## src/hdl/sitoa_pkg.sv

```systemverilog
// ----------------------------------------------------------------------------
// sitoa_pkg: shared types and constants
// ascii codes and digit types used by the output channel and the converter
// ----------------------------------------------------------------------------
package sitoa_pkg;

	typedef logic [7:0] char_t;
	typedef logic [3:0] digit_t;

	// ascii codes
	localparam char_t CH_ZERO  = 8'd48;
	localparam char_t CH_NINE  = 8'd57;
	localparam char_t CH_MINUS = 8'd45;

	// decimal radix and the bcd correction threshold of the shift-add-3 step
	localparam digit_t RADIX     = 4'd10;
	localparam digit_t DD_THRESH = 4'd5;
	localparam digit_t DD_ADD    = 4'd3;

endpackage

```

## src/hdl/sitoa_in_if.sv

```systemverilog
// ----------------------------------------------------------------------------
// sitoa_in_if: integer input channel
// valid/ready channel carrying one signed integer word
// ----------------------------------------------------------------------------
interface sitoa_in_if #(
	parameter int DATA_WIDTH = 32
);
	logic                         valid;
	logic                         ready;
	logic signed [DATA_WIDTH-1:0] value;

	modport source (output valid, output value, input ready);
	modport sink   (input valid, input value, output ready);
endinterface

```

## src/hdl/sitoa_out_if.sv

```systemverilog
// ----------------------------------------------------------------------------
// sitoa_out_if: character output channel
// valid/ready channel carrying one ascii character word and a last flag
// ----------------------------------------------------------------------------
interface sitoa_out_if;
	import sitoa_pkg::*;

	logic  valid;
	logic  ready;
	char_t char_code;
	logic  last;

	modport source (output valid, output char_code, output last, input ready);
	modport sink   (input valid, input char_code, input last, output ready);
endinterface

```

## src/hdl/signed_int_to_decimal_ascii.sv

```systemverilog
// ----------------------------------------------------------------------------
// signed_int_to_decimal_ascii: signed integer to decimal ascii text
// pipelined double-dabble conversion followed by a character serializer
// ----------------------------------------------------------------------------
// usage
//   in_ch takes one signed two's complement word (value, DATA_WIDTH bits) per
//   valid/ready handshake. out_ch gives its decimal text one character word at
//   a time, most significant first: '-' first for negative values, no leading
//   zeros, zero as a single '0'. last marks the final character of a number.
// path to the output
//   an accepted input word passes the input stage, DATA_WIDTH shift-add-3
//   stages, the digit search stage and the serializer load before its first
//   character sits in the output register
// throughput
//   the serializer sends one character per cycle while out_ch is not stalled;
//   a number has 1 to 11 characters at DATA_WIDTH 32, and the next number is
//   loaded in the cycle its predecessor's last character leaves the serializer
// reset and stalls
//   arst_n clears all valid bits and the serializer; no words are in flight.
//   when out_ch is stalled the output register holds its word and the
//   serializer waits; the pipeline advances while the digit search stage is
//   empty, and once a number waits there the whole pipeline freezes with in_ch.ready low
// ----------------------------------------------------------------------------
module signed_int_to_decimal_ascii #(
	parameter int DATA_WIDTH = 32
) (
	input  logic        clk,
	input  logic        arst_n,
	sitoa_in_if.sink    in_ch,
	sitoa_out_if.source out_ch
);
	import sitoa_pkg::*;

	// decimal digits of the largest magnitude, 2^(DATA_WIDTH-1)
	localparam int ND = (((DATA_WIDTH - 1) * 1233) >> 12) + 1;
	localparam int BW = 4 * ND;
	localparam int PW = $clog2(ND);

	// one shift-add-3 step: correct each digit, then shift in the next bit
	function automatic logic [BW-1:0] dabble(input logic [BW-1:0] bcd_in, input logic bit_in);
		logic [BW-1:0] adj;
		digit_t        d;
		adj = '0;
		for (int i = 0; i < ND; i++) begin
			d = bcd_in[4*i +: 4];
			if (d >= DD_THRESH) begin
				d = d + DD_ADD;
			end
			adj[4*i +: 4] = d;
		end
		return {adj[BW-2:0], bit_in};
	endfunction

	// index of the most significant nonzero digit, zero for a zero value
	function automatic logic [PW-1:0] top_digit(input logic [BW-1:0] bcd_in);
		logic [PW-1:0] top;
		top = '0;
		for (int i = 0; i < ND; i++) begin
			if (bcd_in[4*i +: 4] != '0) begin
				top = PW'(i);
			end
		end
		return top;
	endfunction

	// ---------------------------------------------------------------- control
	logic adv;       // whole pipeline advances
	logic ser_take;  // serializer can load a number this cycle
	logic out_free;  // output register can take a new word
	logic fin;       // serializer sends its final character this cycle

	// ---------------------------------------------------------- stage 1: sign
	logic                  vld_s1;
	logic                  neg_s1;
	logic [DATA_WIDTH-1:0] mag_s1;

	// ------------------------------------------- stage 2: shift-add-3 rows
	logic                  vld_s2 [1:DATA_WIDTH];
	logic                  neg_s2 [1:DATA_WIDTH];
	logic [DATA_WIDTH-1:0] bin_s2 [1:DATA_WIDTH];
	logic [BW-1:0]         bcd_s2 [1:DATA_WIDTH];

	// ------------------------------------------------ stage 3: digit search
	logic          vld_s3;
	logic          neg_s3;
	logic [BW-1:0] bcd_s3;
	logic [PW-1:0] top_s3;

	// ------------------------------------------------------------- serializer
	logic          busy_q;
	logic          sign_q;   // '-' still to send
	logic [PW-1:0] ptr_q;    // next digit to send
	digit_t        digits_q [ND];

	// ---------------------------------------------------------- output word
	logic  ovld_q;
	char_t ochar_q;
	logic  olast_q;

	assign out_free = !ovld_q || out_ch.ready;
	assign fin      = busy_q && out_free && !sign_q && (ptr_q == '0);
	assign ser_take = !busy_q || fin;
	assign adv      = !vld_s3 || ser_take;

	assign in_ch.ready = adv;

	// stage 1: magnitude as unsigned, exact for the most negative value
	always_ff @(posedge clk or negedge arst_n) begin
		if (!arst_n) begin
			vld_s1 <= 1'b0;
		end else if (adv) begin
			vld_s1 <= in_ch.valid;
		end
	end

	always_ff @(posedge clk) begin
		if (adv) begin
			neg_s1 <= in_ch.value[DATA_WIDTH-1];
			mag_s1 <= in_ch.value[DATA_WIDTH-1] ? (~in_ch.value + 1'b1) : in_ch.value;
		end
	end

	// stage 2: one binary bit per row, msb first
	for (genvar k = 1; k <= DATA_WIDTH; k++) begin : g_dd
		logic                  vld_in;
		logic                  neg_in;
		logic [DATA_WIDTH-1:0] bin_in;
		logic [BW-1:0]         bcd_in;

		if (k == 1) begin : g_first
			assign vld_in = vld_s1;
			assign neg_in = neg_s1;
			assign bin_in = mag_s1;
			assign bcd_in = '0;
		end else begin : g_next
			assign vld_in = vld_s2[k-1];
			assign neg_in = neg_s2[k-1];
			assign bin_in = bin_s2[k-1];
			assign bcd_in = bcd_s2[k-1];
		end

		always_ff @(posedge clk or negedge arst_n) begin
			if (!arst_n) begin
				vld_s2[k] <= 1'b0;
			end else if (adv) begin
				vld_s2[k] <= vld_in;
			end
		end

		always_ff @(posedge clk) begin
			if (adv) begin
				neg_s2[k] <= neg_in;
				bin_s2[k] <= {bin_in[DATA_WIDTH-2:0], 1'b0};
				bcd_s2[k] <= dabble(bcd_in, bin_in[DATA_WIDTH-1]);
			end
		end
	end

	// stage 3: find where the text starts
	always_ff @(posedge clk or negedge arst_n) begin
		if (!arst_n) begin
			vld_s3 <= 1'b0;
		end else if (adv) begin
			vld_s3 <= vld_s2[DATA_WIDTH];
		end
	end

	always_ff @(posedge clk) begin
		if (adv) begin
			neg_s3 <= neg_s2[DATA_WIDTH];
			bcd_s3 <= bcd_s2[DATA_WIDTH];
			top_s3 <= top_digit(bcd_s2[DATA_WIDTH]);
		end
	end

	// serializer and output register: sign first, then digits downward
	always_ff @(posedge clk or negedge arst_n) begin
		if (!arst_n) begin
			busy_q <= 1'b0;
			sign_q <= 1'b0;
			ptr_q  <= '0;
			ovld_q <= 1'b0;
		end else begin
			if (out_free) begin
				ovld_q <= busy_q;
			end
			if (busy_q && out_free) begin
				if (sign_q) begin
					sign_q <= 1'b0;
				end else if (ptr_q == '0) begin
					busy_q <= 1'b0;
				end else begin
					ptr_q <= ptr_q - 1'b1;
				end
			end
			// load overrides the finishing update
			if (ser_take && vld_s3) begin
				busy_q <= 1'b1;
				sign_q <= neg_s3;
				ptr_q  <= top_s3;
			end
		end
	end

	always_ff @(posedge clk) begin
		if (busy_q && out_free) begin
			if (sign_q) begin
				ochar_q <= CH_MINUS;
				olast_q <= 1'b0;
			end else begin
				ochar_q <= CH_ZERO + {4'b0000, digits_q[ptr_q]};
				olast_q <= (ptr_q == '0);
			end
		end
		if (ser_take && vld_s3) begin
			for (int i = 0; i < ND; i++) begin
				digits_q[i] <= bcd_s3[4*i +: 4];
			end
		end
	end

	assign out_ch.valid     = ovld_q;
	assign out_ch.char_code = ochar_q;
	assign out_ch.last      = olast_q;

	// ------------------------------------------------------------- assertions

	// a sign is never the final character of a number
	a_sign_not_last: assert property (@(posedge clk) disable iff (!arst_n)
		out_ch.valid && (out_ch.char_code == CH_MINUS) |-> !out_ch.last)
		else $error("sign character flagged as last");

	// the final character is always a decimal digit
	a_last_is_digit: assert property (@(posedge clk) disable iff (!arst_n)
		out_ch.valid && out_ch.last |->
			(out_ch.char_code >= CH_ZERO) && (out_ch.char_code <= CH_NINE))
		else $error("last character is not a digit");

	// a number waiting for the serializer keeps its digit position
	a_s3_hold: assert property (@(posedge clk) disable iff (!arst_n)
		vld_s3 && !ser_take |=> vld_s3 && $stable(top_s3) && $stable(neg_s3))
		else $error("stalled number lost in digit search stage");

	// the serializer only starts a digit run at the top digit of a number
	a_load_ptr: assert property (@(posedge clk) disable iff (!arst_n)
		ser_take && vld_s3 |=> busy_q && (ptr_q == $past(top_s3)))
		else $error("serializer loaded a wrong start digit");

endmodule

```

## src/flat_wrapper.sv

```systemverilog
// flat-port wrapper written by rule: the top's interface ports become plain ports
module signed_int_to_decimal_ascii_flat import sitoa_pkg::*;
#(
	parameter int DATA_WIDTH = 32
)
  (clk, arst_n, in_ch_valid, in_ch_value, in_ch_ready, out_ch_valid, out_ch_char_code, out_ch_last, out_ch_ready);
  sitoa_in_if #(.DATA_WIDTH(DATA_WIDTH)) in_ch_i ();
  sitoa_out_if out_ch_i ();
  input  logic clk;
  input  logic arst_n;
  input wire logic [$bits(in_ch_i.valid)-1:0] in_ch_valid;
  input wire logic [$bits(in_ch_i.value)-1:0] in_ch_value;
  output wire logic [$bits(in_ch_i.ready)-1:0] in_ch_ready;
  output wire logic [$bits(out_ch_i.valid)-1:0] out_ch_valid;
  output wire logic [$bits(out_ch_i.char_code)-1:0] out_ch_char_code;
  output wire logic [$bits(out_ch_i.last)-1:0] out_ch_last;
  input wire logic [$bits(out_ch_i.ready)-1:0] out_ch_ready;
  assign in_ch_i.valid = in_ch_valid;
  assign in_ch_i.value = in_ch_value;
  assign in_ch_ready = in_ch_i.ready;
  assign out_ch_valid = out_ch_i.valid;
  assign out_ch_char_code = out_ch_i.char_code;
  assign out_ch_last = out_ch_i.last;
  assign out_ch_i.ready = out_ch_ready;
  signed_int_to_decimal_ascii #(.DATA_WIDTH(DATA_WIDTH)) u_core (.clk(clk), .arst_n(arst_n), .in_ch(in_ch_i), .out_ch(out_ch_i));
endmodule
```

## config.mk

```make
export PLATFORM = sky130hd
export DESIGN_NAME = signed_int_to_decimal_ascii_flat
export DESIGN_NICKNAME = d
export VERILOG_FILES = /design/src/hdl/sitoa_pkg.sv /design/src/hdl/sitoa_in_if.sv /design/src/hdl/sitoa_out_if.sv /design/src/hdl/signed_int_to_decimal_ascii.sv /design/src/flat_wrapper.sv
export SDC_FILE = /design/constraint.sdc
export NUM_CORES = 2
export LEC_CHECK = 0
export BUFFER_PORTS_ARGS = -buffer_cell sky130_fd_sc_hd__buf_4
export CAP_MARGIN = 20
export CORE_ASPECT_RATIO = 0.8
export CORE_MARGIN = 4
export CORE_UTILIZATION = 35
export DETAILED_ROUTE_END_ITERATION = 10
export SYNTH_ARGS = -nofsm -noshare
export SYNTH_HDL_FRONTEND = slang
export SYNTH_SLANG_ARGS = --single-unit
```

## constraint.sdc

```tcl
create_clock -name clk -period 14.13 [get_ports clk]
set_clock_uncertainty 0.15 [all_clocks]
set_input_delay 0 -clock clk [delete_from_list [all_inputs] [get_ports clk]]
set_output_delay 0 -clock clk [all_outputs]
set_load 0.01 [all_outputs]
```

---- Yosys cells after proc, flatten, opt, wreduce, memory -nomap -nowiden ----
Memory sizes are Yosys's and may differ from the RTL's. A register that Yosys moved wholly into a read port is not among the register bits.
Cells that the tools add are included.
word-level totals
  register bits after elaboration ......... 127
  RAM bits ................................ 2344
  input port bits ......................... 36
  output and inout port bits .............. 11
  logic and storage cells ................. 1346
  memories kept ........................... 4
cells by class
  add/subtract/negate cells ............... 313
  order comparisons ....................... 310
  equality and inequality tests ........... 2
  mux-type cells .......................... 644
  bitwise logic cells ..................... 1
  reduce and logical (&&, ||, !) cells .... 26
memories
  name             depth  bits a word  rd ports  clocked after memory_dff  write ports  RTL line                           RTL
  u_core.bcd_s2    32     40           32        0                         32           signed_int_to_decimal_ascii.sv:81  logic [BW-1:0] bcd_s2 [1:DATA_WIDTH];
  u_core.bin_s2    32     31           31        0                         32           signed_int_to_decimal_ascii.sv:80  logic [DATA_WIDTH-1:0] bin_s2 [1:DATA_WIDTH];
  u_core.digits_q  10     4            1         0                         10           signed_int_to_decimal_ascii.sv:93  digit_t digits_q [ND];
  u_core.neg_s2    32     1            32        1                         32           signed_int_to_decimal_ascii.sv:79  logic neg_s2 [1:DATA_WIDTH];
operator list
  kind                                                                                 count
  4-bit 2-to-1 mux                                                                     563
  4-bit by 3-bit greater-or-equal comparator with 1-bit output, second input constant  310
  4-bit by 2-bit adder with 4-bit output, second input constant                        279
  3-bit 2-to-1 mux                                                                     66
  3-bit by 2-bit adder with 3-bit output, second input constant                        31
  4-bit nonzero test                                                                   9
  32-bit by 1-bit adder with 32-bit output, second input constant                      1
  32-bit inverter                                                                      1
  31-bit 2-to-1 mux                                                                    1
  1-bit 2-to-1 mux                                                                     12
  6-bit by 4-bit adder with 7-bit output, first input constant                         1
  3-bit AND reduction                                                                  2
  1-bit logical AND                                                                    4
  1-bit zero test                                                                      4
  4-bit zero test                                                                      1
  2-bit 2-to-1 mux                                                                     2
  2-bit inequality test, second input constant                                         2
  2-bit nonzero test                                                                   2
  4-bit by 1-bit subtractor with 4-bit output, second input constant                   1
  1-bit logical OR                                                                     3
  2-bit OR reduction                                                                   1

---- Depth between registers and ports, before layout ----
An unclocked memory read counts as a cell.
  word-level depth ........................ 10
  gate-level depth with buffers ........... 9
  depth with buffers taken out ............ 6

---- Worst setup path after synthesis ----
No wires, ideal clock.
  path type ............................... register to register
  from .................................... register u_core.ptr_q[0]
  to ...................................... register u_core.vld_s1, in the netlist u_core.g_dd[1].vld_in
  library setup time ...................... 0.110 ns
  arrival time ............................ 11.392 ns
  data required time ...................... 13.870 ns
  slack ................................... 2.478 ns
  cell stages (with the launch flop) ...... 9
  path buffers ............................ 3
  clock period less this slack ............ 11.652 ns
  cells stage by stage .................... dfrtp_1 > buf_1 > inv_1 > ha_1 > or3b_1 > buf_2 > o311ai_4 > buf_4 > mux2_2
between the ends
  word-level cells in the longest chain between the ends .. 4
RTL lines
  element                 RTL line                            RTL
  start, declared         signed_int_to_decimal_ascii.sv:92   logic [PW-1:0] ptr_q;
  start signal, assigned  signed_int_to_decimal_ascii.sv:193  ptr_q <= ptr_q - 1'b1;
  start signal, assigned  signed_int_to_decimal_ascii.sv:200  ptr_q <= top_s3;
  4-bit zero test         signed_int_to_decimal_ascii.sv:101  assign fin = busy_q && out_free && !sign_q && (ptr_q == '0);
  1-bit logical AND       signed_int_to_decimal_ascii.sv:101
  1-bit logical OR        signed_int_to_decimal_ascii.sv:102  assign ser_take = !busy_q || fin;
  1-bit logical OR        signed_int_to_decimal_ascii.sv:103  assign adv = !vld_s3 || ser_take;
  via in_ch_ready         flat_wrapper.sv:13                  output wire logic [$bits(in_ch_i.ready)-1:0] in_ch_ready;
  end signal, assigned    signed_int_to_decimal_ascii.sv:112  vld_s1 <= in_ch.valid;
  end, declared           signed_int_to_decimal_ascii.sv:73   logic vld_s1;
The timed path passes the listed nets, and every way through them passes these cells.
A chain may end at the register's enable or synchronous reset.

---- Final worst setup path ----
  from .................................... register u_core.ptr_q[0]
  to ...................................... output in_ch_ready
between the ends
  word-level cells in the longest chain between the ends .. 4
RTL lines
  element            RTL line
  4-bit zero test    signed_int_to_decimal_ascii.sv:101
  1-bit logical AND  signed_int_to_decimal_ascii.sv:101
  1-bit logical OR   signed_int_to_decimal_ascii.sv:102
  1-bit logical OR   signed_int_to_decimal_ascii.sv:103
  end, declared      flat_wrapper.sv:13
No other way between the ends.

==> results.cfg <==
[power]
static-leakage-power_nw = 24.5
power_density_nw_per_um2 = 238
ir_drop_mv = 0.406
post-layout-total-power_mw = 15.8

[floorplanning]
num_rows = 133
floorplan.die.height_um = 372
core_area_um2 = 164000
die_width_um = 463
initial_utilization_pct = 35.2
die_area_um2 = 172000
design.portCount = 47

[sta]
finalSetupViolCount = 0
max_slew_violations = 0
min_period_ns = 6.23
hold_viol = 0
fmax_mhz = 161
worst-slew-pin-transition_ns = 1.04
rsz0062_at_grt = false
tns_ns = 0
layout_worst_path_cycle_share_pct = 44.1
timing.slew.headroom_pct = 30.4

[yosys]
count_of_yosys_warnings_during_synthesis = 0
yosys_register_bits = 1373
post_synth_instance_area_um2 = 57900
synth_area_per_cell_um2 = 14.3
syn_inst_count = 4038
seq_area_frac_synth_pct = 70.9
yosys.cell_types.count = 52
ys_dominant_reg_cell = edfxtp_1
asyncSetResetFlopFracSynth_pct = 2.99
synth_enable_flop_cells = 1332

[global_routing]
via_count_of_the_first_global_routing_pass = 28300
grt_remaining_overflow = 0
global_route_wire_length_before_repair_um = 134000
grt_start_max_net_pins = 197
grt.total_usage_pct = 9.16
antenna_found_initial = 0

[cells_and_area]
flow.area_growth_from_synthesis_pct = 14.9
num-nets-final = 4668
finalInstanceArea_um2 = 66500
antenna_cells = 0
n_fill_cell = 14900
post_route_cells_drive_above_1_share_pct = 6.76

[place]
detailed_place.area_um2 = 61000
port_buffer_count = 43
detailedPlacementHpwl_um = 47000
place.gp.congestion = 0.748

[clock_tree]
cts_h_tree_depth = 4
tritoncts = built
tritoncts_sink_count = 1373
clock_pin_slew_of_the_registers_on_the_worst_case_setup_and_hold_paths_ns = 0.06
max-clock-path-buffers = 3
cts_root_buffer = clkbuf_16
cts_made_buffers = 136
clk-insertion-delay-late_ns = 0.74

[worst_setup_path]
setup.worst_path.class = reg2out
timing.reg2reg.worst_path_depth = 8
endpoint_kind = output pin
worstPathMaxFanout = 173
startpoint_type = flop
crit_slowest_cell = buf_4
worstPathCellList = inv_1 > ha_1 > or3b_1 > o311ai_4 > buf_12 > buf_4 > buf_4 > buf_4 > buf_4
worst-r2r-setup-slack_ns = 8.53
worst_path_largest_cell_delay_ns = 0.81
timing.critical_path.required_ns = 13.98
capture_point_of_the_worst_reg_to_reg_path = u_core.bin_s2[0][64]
crit_arrival_ns = 6.08
r2r-start = u_core.ptr_q[0]
path_common_cell = buf_4

[hold_path]
hold_path.startpoint = in_ch_value[31]
timing.hold.worst.class = in2reg
timing.hold.worst_endpoint = u_core.g_dd[1].neg_in
whs_path_depth = 2

[detailed_routing]
drt_drc_violations_left = 0
viasPerCell = 4.40
vias = 29000
ant_nets = 0
route.final.wire_length_um = 77900
total_iterations_of_the_first_detailed_routing_run = 5
wl_per_cell_um = 11.8
drt_iter0_drc = 1706

[run]
max_cap_viol_count = 0

[outcome]
outcome = finished clean
## synthesized netlist by cell type (all sizes together), types with 3 or more instances
master / number / share of area, %
a21oi: 165 / 1.4
and2: 4 / 0.043
and3: 3 / 0.032
buf: 12 / 0.13
clkbuf: 7 / 0.045
dfrtp: 41 / 1.8
edfxtp: 1332 / 69
ha: 320 / 6.9
inv: 322 / 2.1
mux2: 34 / 0.66
mux2i: 156 / 2.7
mux4: 8 / 0.31
nand2: 591 / 3.8
nand2b: 295 / 3.2
nand3: 4 / 0.035
nor2: 166 / 1.1
nor2b: 7 / 0.076
nor3: 5 / 0.043
nor4: 8 / 0.097
o21a: 3 / 0.039
o21ai: 308 / 2.7
o22a: 7 / 0.11
o31ai: 11 / 0.17
o41ai: 12 / 0.21
or3: 3 / 0.032
or4: 6 / 0.078
xnor2: 185 / 2.8
## worst max path at each step
stage / end / cells after the start / from / slack (ns)
3_5_place_dp: u_core.g_dd[1].bin_in[1] / 8 / u_core.ptr_q[0] / 8.49
6_report: in_ch_ready / 9 / u_core.ptr_q[0] / 7.90
2_1_floorplan: u_core.g_dd[1].vld_in / 8 / u_core.ptr_q[0] / 2.48
5_1_grt: in_ch_ready / 9 / u_core.ptr_q[0] / 7.39
4_1_cts: in_ch_ready / 9 / u_core.ptr_q[0] / 7.76
3_3_place_gp: u_core.g_dd[1].bin_in[1] / 8 / u_core.ptr_q[0] / 8.56
## stage by stage
stage | utilization [%] | worst slack (ns) | cells | hold slack (ns)
3_3_place_gp | 37.1 | 8.56 | 6235 | -0.139
2_1_floorplan | - | 2.48 | 4039 | -0.446
5_1_grt | 40.4 | 7.39 | 6583 | 0.0831
6_report | 40.4 | 7.90 | 6583 | 0.0991
3_5_place_dp | 37.1 | 8.49 | 6235 | -0.135
4_1_cts | 40.4 | 7.76 | 6583 | 0.00676
## layout make-up
class / instances / area, um^2 / area share (%)
clock buffers: 166 / 3540 / 5.32
inverters: 322 / 1210 / 1.82
well taps: 2160 / 2700 / 4.06
multi-input cells: 2325 / 15600 / 23.4
repair buffers: 154 / 1480 / 2.22
flip-flops and latches: 1373 / 41000 / 61.7
clock inverters: 83 / 991 / 1.49
## state kept, by name (all words and copies together) (netlist names), 4 cells and up
register / count
u_core.ptr_q: 4
u_core.top_s3: 4
u_core.g_dd.bin_in: 32
u_core.digits_q: 40
u_core.out_ch.char_code: 5
u_core.bcd_s2: 680
u_core.neg_s2: 32
u_core.g_dd.vld_in: 32
u_core.bin_s2: 496
u_core.bcd_s3: 40
## routing by layer
metal  vias to the layer above  share of wire, %  track usage, %
met5                         -                 0               0
met4                         0               2.2            3.55
met3                       122               3.4            2.05
met2                       274                46            14.8
met1                     13700                49            12.0
li1                      14900                 -               -
## cells in the final DEF, fill, tap and decap left out, types with 15 or more instances in the layout
cell	netlist	routed
nor2_1	166	166
clkinv_1	0	27
a21oi_1	165	165
xnor2_1	185	185
dlygate4sd3_1	0	98
nand2_1	591	591
buf_4	6	50
dfrtp_1	41	41
edfxtp_1	1332	1332
inv_1	322	322
nand2b_1	295	295
clkbuf_16	0	137
clkinv_2	0	22
o21ai_0	308	308
bufinv_16	0	15
mux2_2	33	33
mux2i_1	156	156
clkbuf_1	7	29
ha_1	320	320
## what timing repair did
item,4_1_cts,5_1_grt
hold endpoints to repair,88,0
buffers inserted,0,0
hold buffers,99,0
gates resized for setup,0,0
## worst max-delay path: cells and delay by family, from the launching register on
kind / cells / cell delay (ns)
compound gates: 1 / 0.30
fa+ha+maj: 1 / 0.17
buf+inv: 6 / 3.46
flops: 1 / 0.56
simple gates: 1 / 0.48
## logic make-up (layout without fill, tap and decap cells)
family | Yosys count | count (layout) | synth area share, %
AO/OA/AOI/OAI | 519 | 519 | 4.83
adder cells (fa/ha/maj) | 320 | 320 | 6.92
flip-flops | 1373 | 1373 | 70.9
XOR/XNOR | 185 | 185 | 2.80
buffers and inverters | 341 | 725 | 2.27
other | 2 | 3 | 0.0130
multiplexers | 198 | 198 | 3.67
AND/OR/NAND/NOR | 1100 | 1100 | 8.65
## where the power goes
| group | switching, mW | internal, mW | total, mW | leakage (nW) |
|---|---|---|---|---|
| Sequential | 0.909 | 7.32 | 8.23 | 12.8 |
| Clock | 1.53 | 2.09 | 3.62 | 2.19 |
| Combinational | 2.41 | 1.56 | 3.98 | 9.58 |
No activity file was read; power rests on OpenSTA's default activity.
